### config.mk
export PLATFORM = sky130hd
export DESIGN_NAME = rate_monotonic_tick_scheduler
export DESIGN_NICKNAME = d
export VERILOG_FILES = /design/src/rmts_pkg.sv /design/src/rmts_ctrl.sv /design/src/rmts_datapath.sv /design/src/rate_monotonic_tick_scheduler.sv
export SDC_FILE = /design/constraint.sdc
export NUM_CORES = 1
export LEC_CHECK = 0
export ABC_AREA = 1
export BUFFER_PORTS_ARGS = -buffer_cell sky130_fd_sc_hd__buf_2
export CORE_MARGIN = 3
export CORE_UTILIZATION = 55
export DETAILED_ROUTE_END_ITERATION = 12
export HOLD_SLACK_MARGIN = 0.08
export PLACE_DENSITY = 0.73
export SYNTH_ARGS = -nofsm -noshare
export SYNTH_HDL_FRONTEND = slang
export SYNTH_SLANG_ARGS = --single-unit
### constraint.sdc
create_clock -name clk -period 9 [get_ports clk]
set_clock_uncertainty 0.05 [all_clocks]
set_input_delay 1.35 -clock clk [delete_from_list [all_inputs] [get_ports clk]]
set_output_delay 1.35 -clock clk [all_outputs]
set_load 0.01 [all_outputs]
### src/rmts_pkg.sv
// Shared types and constants for the rate monotonic tick scheduler.
// Used by rmts_ctrl, rmts_datapath and the top level; no dependencies.
package rmts_pkg;

	localparam int PACKED_SLOTS = 8;
	localparam int IN_W         = 8;
	localparam int OUT_W        = 16;
	localparam int CFG_IDX_W    = 2;
	localparam int CFG_DATA_W   = 64;

	localparam logic [CFG_IDX_W-1:0] REG_TASK_COUNT   = 2'd0;
	localparam logic [CFG_IDX_W-1:0] REG_EXEC_BUDGETS = 2'd1;
	localparam logic [CFG_IDX_W-1:0] REG_TASK_PERIODS = 2'd2;

	localparam logic [3:0]            TASK_COUNT_RST   = 4'd1;
	localparam logic [CFG_DATA_W-1:0] EXEC_BUDGETS_RST = 64'h0;
	localparam logic [CFG_DATA_W-1:0] TASK_PERIODS_RST = 64'h0101_0101_0101_0101;

	typedef enum logic [1:0] {
		ST_IDLE,
		ST_RELOAD,
		ST_SCAN,
		ST_COMMIT
	} state_t;

	typedef struct packed {
		logic reload;
		logic scan_clr;
		logic scan_step;
		logic commit;
	} cmd_t;

	typedef struct packed {
		logic scan_done;
		logic out_free;
	} sts_t;

endpackage

### src/rmts_ctrl.sv
// Sequencer for one scheduler tick: accept, optional reload, slot scan, commit.
// Depends on rmts_pkg; drives rmts_datapath through cmd_t, reads sts_t.
module rmts_ctrl (
	input  logic          clk,
	input  logic          arst_n,
	input  logic          s_tvalid,
	output logic          s_tready,
	input  logic          restart,
	input  rmts_pkg::sts_t sts,
	output rmts_pkg::cmd_t cmd
);

	rmts_pkg::state_t state_q, state_nx;

	always_ff @(posedge clk or negedge arst_n) begin
		if (!arst_n) begin
			state_q <= rmts_pkg::ST_IDLE;
		end else begin
			state_q <= state_nx;
		end
	end

	always_comb begin
		state_nx = state_q;
		cmd      = '0;
		s_tready = 1'b0;
		unique case (state_q)
			rmts_pkg::ST_IDLE: begin
				s_tready = 1'b1;
				if (s_tvalid) begin
					cmd.scan_clr = 1'b1;
					state_nx     = restart ? rmts_pkg::ST_RELOAD : rmts_pkg::ST_SCAN;
				end
			end
			rmts_pkg::ST_RELOAD: begin
				cmd.reload = 1'b1;
				state_nx   = rmts_pkg::ST_SCAN;
			end
			rmts_pkg::ST_SCAN: begin
				if (sts.scan_done) begin
					state_nx = rmts_pkg::ST_COMMIT;
				end else begin
					cmd.scan_step = 1'b1;
				end
			end
			rmts_pkg::ST_COMMIT: begin
				if (sts.out_free) begin
					cmd.commit = 1'b1;
					state_nx   = rmts_pkg::ST_IDLE;
				end
			end
			default: begin
				state_nx = rmts_pkg::ST_IDLE;
			end
		endcase
	end

endmodule

### src/rmts_datapath.sv
// Task state, configuration registers, priority scan and result register.
// Depends on rmts_pkg; controlled by rmts_ctrl through cmd_t/sts_t.
module rmts_datapath #(
	parameter int MAX_TASKS = 8,
	parameter int TIME_BITS = 8
) (
	input  logic                                clk,
	input  logic                                arst_n,
	input  logic                                cfg_we,
	input  logic [rmts_pkg::CFG_IDX_W-1:0]      cfg_index,
	input  logic [rmts_pkg::CFG_DATA_W-1:0]     cfg_data,
	input  rmts_pkg::cmd_t                      cmd,
	output rmts_pkg::sts_t                      sts,
	output logic                                m_tvalid,
	input  logic                                m_tready,
	output logic [rmts_pkg::OUT_W-1:0]          m_tdata
);

	localparam int IDX_W    = $clog2(MAX_TASKS);
	localparam int CNT_W    = $clog2(MAX_TASKS + 1);
	localparam int PER_W    = TIME_BITS + 1;
	localparam int SLOT_LIM = (MAX_TASKS < rmts_pkg::PACKED_SLOTS) ?
		MAX_TASKS : rmts_pkg::PACKED_SLOTS;

	logic [3:0]                        task_count_q;
	logic [rmts_pkg::CFG_DATA_W-1:0]   exec_budgets_q;
	logic [rmts_pkg::CFG_DATA_W-1:0]   task_periods_q;

	logic [TIME_BITS-1:0] budget_q [MAX_TASKS];
	logic [TIME_BITS-1:0] cd_q     [MAX_TASKS];
	logic [TIME_BITS-1:0] bud_fld  [MAX_TASKS];
	logic [TIME_BITS-1:0] per_fld  [MAX_TASKS];
	logic [PER_W-1:0]     per_len  [MAX_TASKS];
	logic [TIME_BITS-1:0] bud_nx   [MAX_TASKS];
	logic [TIME_BITS-1:0] cd_nx    [MAX_TASKS];
	logic [MAX_TASKS-1:0] rel;
	logic [7:0]           mask;

	logic [CNT_W-1:0]     active_n;
	logic [CNT_W-1:0]     cnt_q;
	logic [IDX_W-1:0]     slot;
	logic                 found_q;
	logic [IDX_W-1:0]     best_q;
	logic [PER_W-1:0]     best_per_q;

	logic                 out_valid_q;
	logic [3:0]           running_q;
	logic [7:0]           mask_q;

	// configuration
	always_ff @(posedge clk or negedge arst_n) begin
		if (!arst_n) begin
			task_count_q   <= rmts_pkg::TASK_COUNT_RST;
			exec_budgets_q <= rmts_pkg::EXEC_BUDGETS_RST;
			task_periods_q <= rmts_pkg::TASK_PERIODS_RST;
		end else if (cfg_we) begin
			unique case (cfg_index)
				rmts_pkg::REG_TASK_COUNT:   task_count_q   <= cfg_data[3:0];
				rmts_pkg::REG_EXEC_BUDGETS: exec_budgets_q <= cfg_data;
				rmts_pkg::REG_TASK_PERIODS: task_periods_q <= cfg_data;
				default: ;
			endcase
		end
	end

	// per-slot fields; zero period means a full 2^TIME_BITS ticks
	for (genvar g = 0; g < MAX_TASKS; g++) begin : g_fld
		if (g < rmts_pkg::PACKED_SLOTS) begin : g_packed
			assign bud_fld[g] = TIME_BITS'(exec_budgets_q[8*g +: 8]);
			assign per_fld[g] = TIME_BITS'(task_periods_q[8*g +: 8]);
		end else begin : g_unpacked
			assign bud_fld[g] = '0;
			assign per_fld[g] = '0;
		end
		assign per_len[g] = (per_fld[g] == '0) ? {1'b1, {TIME_BITS{1'b0}}} :
			{1'b0, per_fld[g]};
	end

	for (genvar b = 0; b < 8; b++) begin : g_mask
		if (b < MAX_TASKS) begin : g_on
			assign mask[b] = rel[b];
		end else begin : g_off
			assign mask[b] = 1'b0;
		end
	end

	always_comb begin
		if (int'(task_count_q) > SLOT_LIM) begin
			active_n = CNT_W'(SLOT_LIM);
		end else begin
			active_n = CNT_W'(task_count_q);
		end
	end

	assign slot          = cnt_q[IDX_W-1:0];
	assign sts.scan_done = (cnt_q == active_n);
	assign sts.out_free  = !out_valid_q || m_tready;

	// end-of-tick update: consume one unit, then advance countdowns
	always_comb begin
		for (int k = 0; k < MAX_TASKS; k++) begin
			bud_nx[k] = budget_q[k];
			cd_nx[k]  = cd_q[k];
			rel[k]    = 1'b0;
			if (found_q && best_q == IDX_W'(k)) begin
				bud_nx[k] = budget_q[k] - TIME_BITS'(1);
			end
			if (CNT_W'(k) < active_n) begin
				if (cd_q[k] == TIME_BITS'(1)) begin
					rel[k]    = 1'b1;
					bud_nx[k] = bud_fld[k];
					cd_nx[k]  = per_fld[k];
				end else begin
					cd_nx[k] = cd_q[k] - TIME_BITS'(1);
				end
			end
		end
	end

	always_ff @(posedge clk or negedge arst_n) begin
		if (!arst_n) begin
			for (int k = 0; k < MAX_TASKS; k++) begin
				budget_q[k] <= '0;
				cd_q[k]     <= '0;
			end
		end else if (cmd.reload) begin
			for (int k = 0; k < MAX_TASKS; k++) begin
				budget_q[k] <= bud_fld[k];
				cd_q[k]     <= per_fld[k];
			end
		end else if (cmd.commit) begin
			for (int k = 0; k < MAX_TASKS; k++) begin
				budget_q[k] <= bud_nx[k];
				cd_q[k]     <= cd_nx[k];
			end
		end
	end

	// one slot per cycle; strict less-than keeps the lowest index on ties
	always_ff @(posedge clk or negedge arst_n) begin
		if (!arst_n) begin
			cnt_q   <= '0;
			found_q <= 1'b0;
		end else if (cmd.scan_clr) begin
			cnt_q   <= '0;
			found_q <= 1'b0;
		end else if (cmd.scan_step) begin
			cnt_q <= cnt_q + CNT_W'(1);
			if (budget_q[slot] != '0 && (!found_q || per_len[slot] < best_per_q)) begin
				found_q <= 1'b1;
			end
		end
	end

	always_ff @(posedge clk) begin
		if (cmd.scan_step && budget_q[slot] != '0 &&
			(!found_q || per_len[slot] < best_per_q)) begin
			best_q     <= slot;
			best_per_q <= per_len[slot];
		end
	end

	// result register
	always_ff @(posedge clk or negedge arst_n) begin
		if (!arst_n) begin
			out_valid_q <= 1'b0;
		end else if (cmd.commit) begin
			out_valid_q <= 1'b1;
		end else if (m_tready) begin
			out_valid_q <= 1'b0;
		end
	end

	always_ff @(posedge clk) begin
		if (cmd.commit) begin
			running_q <= found_q ? (4'(best_q) + 4'd1) : 4'd0;
			mask_q    <= mask;
		end
	end

	assign m_tvalid = out_valid_q;
	assign m_tdata  = {4'b0, mask_q, running_q};

	a_commit_free: assert property (@(posedge clk) disable iff (!arst_n)
		cmd.commit |-> sts.out_free)
		else $error("result committed over an untaken result");

	a_scan_bound: assert property (@(posedge clk) disable iff (!arst_n)
		cmd.scan_step |-> !sts.scan_done)
		else $error("scan stepped past the active slots");

	a_commit_valid: assert property (@(posedge clk) disable iff (!arst_n)
		cmd.commit |=> out_valid_q)
		else $error("committed result not presented");

	a_task_range: assert property (@(posedge clk) disable iff (!arst_n)
		out_valid_q |-> running_q <= 4'(SLOT_LIM))
		else $error("running task outside the active slots");

endmodule

### src/rate_monotonic_tick_scheduler.sv
// Top level of the rate monotonic tick scheduler.
// Depends on rmts_pkg, rmts_ctrl and rmts_datapath.
//
//  channel | direction | payload (low bit first)
//  s_*     | in        | tdata[0] restart, rest zero
//  m_*     | out       | tdata[3:0] running_task, [11:4] release_mask, rest zero
//  cfg_*   | in        | cfg_index selects task_count/exec_budgets/task_periods
//
// A tick runs from transfer through an optional reload (on restart), the slot
// scan (one task slot per cycle) and the commit into the result register.
// s_tready is high only between ticks; a finished result waits in the output
// register while the next tick is taken in, and the commit stalls on m_tready.
// Reset clears task budgets and countdowns; registers return to their defaults.
module rate_monotonic_tick_scheduler #(
	parameter int MAX_TASKS = 8,
	parameter int TIME_BITS = 8
) (
	input  logic                              clk,
	input  logic                              arst_n,
	input  logic                              s_tvalid,
	output logic                              s_tready,
	input  logic [rmts_pkg::IN_W-1:0]         s_tdata,   // restart
	output logic                              m_tvalid,
	input  logic                              m_tready,
	output logic [rmts_pkg::OUT_W-1:0]        m_tdata,   // running_task, release_mask
	input  logic                              cfg_we,
	input  logic [rmts_pkg::CFG_IDX_W-1:0]    cfg_index,
	input  logic [rmts_pkg::CFG_DATA_W-1:0]   cfg_data
);

	rmts_pkg::cmd_t cmd;
	rmts_pkg::sts_t sts;

	rmts_ctrl u_ctrl (
		.clk      (clk),
		.arst_n   (arst_n),
		.s_tvalid (s_tvalid),
		.s_tready (s_tready),
		.restart  (s_tdata[0]),
		.sts      (sts),
		.cmd      (cmd)
	);

	rmts_datapath #(
		.MAX_TASKS (MAX_TASKS),
		.TIME_BITS (TIME_BITS)
	) u_dp (
		.clk       (clk),
		.arst_n    (arst_n),
		.cfg_we    (cfg_we),
		.cfg_index (cfg_index),
		.cfg_data  (cfg_data),
		.cmd       (cmd),
		.sts       (sts),
		.m_tvalid  (m_tvalid),
		.m_tready  (m_tready),
		.m_tdata   (m_tdata)
	);

endmodule
* Word level (Yosys, flattened, before mapping) *
Cells that the tools add are included.

storage, ports and cells
  bits in registers = 292
  input bits = 79
  output and inout port bits = 18
  word-level logic and storage cells = 227

operators by class
  bitwise operators = 1
  equality and inequality tests = 24
  reductions and logical operators = 52
  add/sub/neg operators = 18
  magnitude comparators = 11
  mux-type cells = 87

operator list
  cell                                                                    number
  8-bit two-way mux                                                       42
  64-bit two-way mux                                                      4
  8-bit by 1-bit subtractor with 8-bit output (second input constant)     16
  9-bit two-way mux                                                       10
  8-bit by 1-bit equality test with 1-bit output (second input constant)  8
  8-bit zero test                                                         8
  9-bit binary-select mux with 3-bit select                               1
  8-bit binary-select mux with 3-bit select                               1
  2-bit AND reduction                                                     12
  2-bit nonzero test                                                      12
  1-bit two-way mux                                                       21
  3-bit by 4-bit < comparator with 1-bit output (first input constant)    4
  3-bit equality test (second input constant)                             4
  4-bit two-way mux                                                       3
  1-bit logical AND                                                       11
  9-bit < comparator                                                      1
  1-bit by 4-bit < comparator with 1-bit output (first input constant)    2
  2-bit by 4-bit < comparator with 1-bit output (first input constant)    2
  2-bit two-way mux                                                       4
  2-bit one-hot mux with 4 select lines                                   1
  8-bit nonzero test                                                      1
  2-bit equality test (second input constant)                             3
  3-bit by 2-bit equality test with 1-bit output (second input constant)  2
  2-bit inequality test (second input constant)                           3
  other kinds (13)                                                        17

* Depth between registers and ports, before layout *
  word-level depth = 11
  mapped depth = 17
  depth with buffers taken out = 15

* Cells and area by module *
Synthesis repeated with hierarchy kept, for this count alone.

unflattened totals
  cells, all modules = 2038
  area total of the unflattened synthesis = 15842.7 um^2

by module, submodules not included
  module         area each (um^2)  seq. area each (um^2)  cells an instance  times used
  rmts_datapath  15632.5           7388.3                 2005               1
  rmts_ctrl      210.2             50.0                   33                 1

* Least setup slack after synthesis *
Ideal clock, no wire load.

  kind = reg-to-reg
  from = register u_dp.cnt_q[0]
  to = register u_dp.best_per_q[0] (enable)
  setup slack = 5.943 ns
  arrival time = 2.623 ns
  period minus slack after synthesis = 3.057 ns
  buffers on the path = 2
  setup time = 0.385 ns
  stages on the path, launching flop included = 17
  data required time = 8.565 ns
  path through = dfrtp_1 buf_2 buf_2 or2_2 nor2_1 a31oi_1 nand2_1 nand3_1 nand2_1 ha_1 nand2_1 inv_1 nand3_1 inv_1 a21oi_1 nand2_1 a21oi_1

between the ends
  cells in the longest elaborated chain, start to end = 7
  elaborated cells between the ends (all ways) = 15
  classes of those cells = order compare (1); eq/ne (1); mux (8); bitwise (1); reduce/logical (4)

RTL lines
  element                                                                                                        line                                        RTL
  start, declared                                                                                                rmts_datapath.sv:40                         logic [CNT_W-1:0] cnt_q;
  start signal, assigned                                                                                         rmts_datapath.sv:148                        cnt_q <= cnt_q + CNT_W'(1);
  3-bit NOT with 4-bit output (not written as such)                                                              rmts_datapath.sv:156, rmts_datapath.sv:157
  9-bit binary-select mux with 3-bit select / 8-bit binary-select mux with 3-bit select (equally long branches)  rmts_datapath.sv:157, rmts_datapath.sv:156
  9-bit two-way mux (not written as such) / 8-bit two-way mux (equally long branches) (2 in a row)               rmts_datapath.sv:157, rmts_datapath.sv:156
  9-bit < comparator / 8-bit nonzero test (equally long branches)                                                rmts_datapath.sv:157, rmts_datapath.sv:156
  1-bit logical OR / 1-bit logical AND (equally long branches)                                                   rmts_datapath.sv:157, rmts_datapath.sv:156
  1-bit logical AND (*)                                                                                          rmts_datapath.sv:156                        if (cmd.scan_step && budget_q[slot] != '0 &&
  end signal, assigned                                                                                           rmts_datapath.sv:159                        best_per_q <= per_len[slot];
  end, declared                                                                                                  rmts_datapath.sv:44                         logic [PER_W-1:0] best_per_q;

Every way passes the cells marked *; elsewhere a longest branch is shown, timed or not. The select of a mux whose other input is x is not followed.
A chain may end at the register's enable or synchronous reset.

* Worst setup path in the final report *
  from = register u_dp.cnt_q[1]
  to = register u_dp.best_q[0] (enable)

between the ends
  cells in the longest elaborated chain, start to end = 7
  elaborated cells between the ends (all ways) = 15
  classes of those cells = order compare (1); eq/ne (1); mux (8); bitwise (1); reduce/logical (4)

RTL lines
  element                                                                                                        line                                        RTL
  3-bit NOT with 4-bit output (not written as such)                                                              rmts_datapath.sv:156, rmts_datapath.sv:157
  9-bit binary-select mux with 3-bit select / 8-bit binary-select mux with 3-bit select (equally long branches)  rmts_datapath.sv:157, rmts_datapath.sv:156
  9-bit two-way mux (not written as such) / 8-bit two-way mux (equally long branches) (2 in a row)               rmts_datapath.sv:157, rmts_datapath.sv:156
  9-bit < comparator / 8-bit nonzero test (equally long branches)                                                rmts_datapath.sv:157, rmts_datapath.sv:156
  1-bit logical OR / 1-bit logical AND (equally long branches)                                                   rmts_datapath.sv:157, rmts_datapath.sv:156
  1-bit logical AND (*)                                                                                          rmts_datapath.sv:156
  end signal, assigned                                                                                           rmts_datapath.sv:158                        best_q <= slot;
  end, declared                                                                                                  rmts_datapath.sv:43                         logic [IDX_W-1:0] best_q;

Marks and branches as above.

==> results.ini <==
[power]
p_leak_nw = 9.03
p_per_area_nw_per_um2 = 338
p_int_mw = 3.45
pwr-share-clk_pct = 22.5
pwr-share-comb_pct = 41.6
ir_worst_vdd_v = 0.000256
p_seq_share_pct = 35.9
swShare_pct = 43.1
switchingPower_mw = 2.62

[floorplan]
io_pins = 97
chipHeight_um = 178
core_um2 = 28900
std_cell_rows = 62
start_util_pct = 56.3
fp.dieW_um = 178
die_area_um2 = 31700

[cells_and_area]
final_cells = 2577
fillers = 2586
fin_nets = 2289
drive_above_1_share_pct = 9.85
area_growth_syn_to_layout_pct = 10.3
layout_common_cells = nand2_1, o21ai_0, inv_1
num_antenna_cells = 0
final_common_cell = nand2_1

[yosys]
syn-cell-area_um2 = 16300
syn_inst = 2121
synth_cell_type_count = 54
yosys_warnings = 0
ys_ff_latch = 292
synth_edf_count = 24
synth_top_flop_cell = dfrtp_1
synth-seq-area-share_pct = 45.7
syn_avg_cell_area_um2 = 7.68
async_flop_share_pct = 91.8

[detailed_routing]
viasPerCell = 5.57
drt-initial-drc-count = 1317
wire_per_inst_um = 16.6
route.detailed.drc = 0
num_vias = 14300
dr.pass1.iters = 5
antenna_violating_nets_post_route = 0
drt_wl_total_um = 42900

[worst_setup_path]
path_class = flip-flop to flip-flop
path_delay_family = compound AO/OA/AOI/OAI gates
critPathSlowestCell = dfrtp_1
crit_required_ns = 9.07
start_kind = flip-flop
max_stage_delay_ns = 0.98
reg2reg_slack_ns = 4.52
cp_max_fo = 25
end_kind = flip-flop
path_depth = 13
crit_path_cell_trace = inv_1 -> o21ai_0 -> a21oi_1 -> nor3_1 -> a31oi_1 -> ha_1 -> nand2_1 -> inv_1 -> o21ai_0 -> nand2_1 -> a21oi_1 -> nand2_1 -> a21oi_1
cp_num_buf_inv = 2
rr_worst_depth = 13
timing.rr.start = u_dp.cnt_q[1]
arrival_ns = 4.55
r2r-end = u_dp.best_q[0]

[place]
gp_congestion = 0.931
port_buffers = 85
dp_cells = 2515
hpwl_um = 29400

[global_routing]
grt_pass1_wl_um = 69800
antenna_found_initial = 0
first_global_vias = 13800
overflow = 0
grt_use_total_pct = 27.3
grt_max_degree = 145

[cts]
h-tree-depth = 2
clockRootBuffer = clkbuf_16
clockBufferDepth = 3
path_clk_slew_ns = 0.06
cts_resized = 0
cts_tree = built
cts.sinks = 292
post_cts_buffers = 0
insertion_delay_ns = 0.51
postCtsHoldBufs = 0
numCtsBuffers = 34

[timing]
finalHoldViolCount = 0
tightest_slew_ns = 1.18
min_period_ns = 4.48
max_freq_ghz = 0.223
fin_tns_setup_ns = 0
setup_viol = 0
slew_headroom_pct = 21.7
post-route-period-util_pct = 49.8
rsz0062_at_grt = no
slew_viol_final = 0

[run_status]
status = complete, no violations

[worst_hold_path]
hold_depth = 2
holdPathEnd = u_dp.budget_q[21]
hp-start = u_dp.budget_q[21]
min_path_type = flip-flop to flip-flop

[job]
max_cap_viol_count = 0

==> logic make-up after synthesis <==
kind of cell | Yosys count | share of synthesized area [%]
buf+inv | 370 | 9.31
mux | 1 | 0.0615
compound gates | 489 | 16.5
other cells | 1 | 0.0230
simple gates | 883 | 22.9
fa+ha+maj | 43 | 3.30
flops | 292 | 45.7
xor+xnor | 42 | 2.26
==> layout make-up <==
cell class | count | area, um^2 | share of cell area [%]
Multi-Input combinational cell | 1462 | 7370 | 41.0
Sequential cell | 292 | 7440 | 41.4
Inverter | 286 | 1080 | 6.00
Timing Repair Buffer | 91 | 493 | 2.74
Clock inverter | 2 | 10.0 | 0.0557
Clock buffer | 60 | 1100 | 6.13
Tap cell | 384 | 480 | 2.67
==> worst max-delay path by stage <==
| stage | endpoint | slack [ns] | from |
|---|---|---|---|
| after floorplan | u_dp.best_per_q[0] | 5.94 | u_dp.cnt_q[0] |
| final | u_dp.best_q[0] | 4.52 | u_dp.cnt_q[1] |
| after detailed placement | u_dp.best_per_q[4] | 4.70 | u_dp.cnt_q[1] |
| after global placement | u_dp.best_per_q[4] | 4.73 | u_dp.cnt_q[1] |
| after global routing | u_dp.best_per_q[3] | 4.17 | u_dp.cnt_q[1] |
| after CTS | u_dp.best_per_q[7] | 4.66 | u_dp.cnt_q[1] |
==> sequential cells by signal (all words and copies together) (netlist names), 4 cells and up <==
register / cells
u_dp.exec_budgets_q: 64
u_dp.task_periods_q: 64
u_dp.task_count_q: 4
u_dp.running_q: 4
u_dp.mask_q: 8
u_dp.cd_q: 64
u_dp.cnt_q: 4
u_dp.best_per_q: 9
u_dp.budget_q: 64
==> Yosys cell counts (all sizes together), types with 2 or more instances <==
cell	n	area, um^2
dfstp	9	236
o22ai	7	43.8
xnor2	8	70.1
o211ai	42	320
nand3b	4	30.0
or2	11	68.8
xor2	34	298
a31oi	9	56.3
ha	43	538
nand2	534	2050
o2111ai	2	17.5
dfrtp	259	6480
edfxtp	24	721
nor2	173	708
clkbuf	35	131
o21ai	341	1720
a21oi	73	410
a21o	2	15.0
buf	49	307
nor4	5	31.3
nand3	101	521
inv	286	1080
a22oi	2	15.0
o31ai	4	30.0
nor3	39	220
nand4	16	100
==> power by group through the flow <==
stage / logic [mW] / clock network, mW / registers (mW)
final: 2.52 / 1.37 / 2.18
after global routing: 2.91 / 1.45 / 2.23
after CTS: 2.51 / 1.39 / 2.17
after detailed placement: 2.49 / 0 / 2.18
after global placement: 2.41 / 0 / 2.17
after floorplan: 2.00 / 0 / 2.05
==> through the flow <==
stage	hold slack [ns]	power (mW)	cell area (um^2)	setup WS, ns	utilization [%]
after floorplan	0.391	4.05	16300	5.94	-
after global placement	0.405	4.57	16900	4.73	58.3
after detailed placement	0.417	4.67	16900	4.70	58.3
after CTS	0.432	6.07	18000	4.66	62.1
after global routing	0.459	6.59	18000	4.17	62.1
final	0.427	6.07	18000	4.52	62.1
==> routing by layer <==
metal | up-vias | wire [um] | track usage (%)
met5 | - | 0 | 0
met4 | 0 | 1220 | 8.51
met3 | 91 | 2940 | 3.64
met2 | 499 | 19800 | 44.1
met1 | 6786 | 19000 | 38.4
li1 | 6967 | - | -
==> worst reg2reg max path, stage by stage, from the launching register on <==
cell and delay [ns]:
dfrtp_1 0.98, inv_1 0.66, o21ai_0 0.22, a21oi_1 0.08
nor3_1 0.32, a31oi_1 0.10, ha_1 0.32, nand2_1 0.06
inv_1 0.03, o21ai_0 0.13, nand2_1 0.07, a21oi_1 0.11
nand2_1 0.06, a21oi_1 0.88
Note: power is estimated with default switching activity, not from simulation.
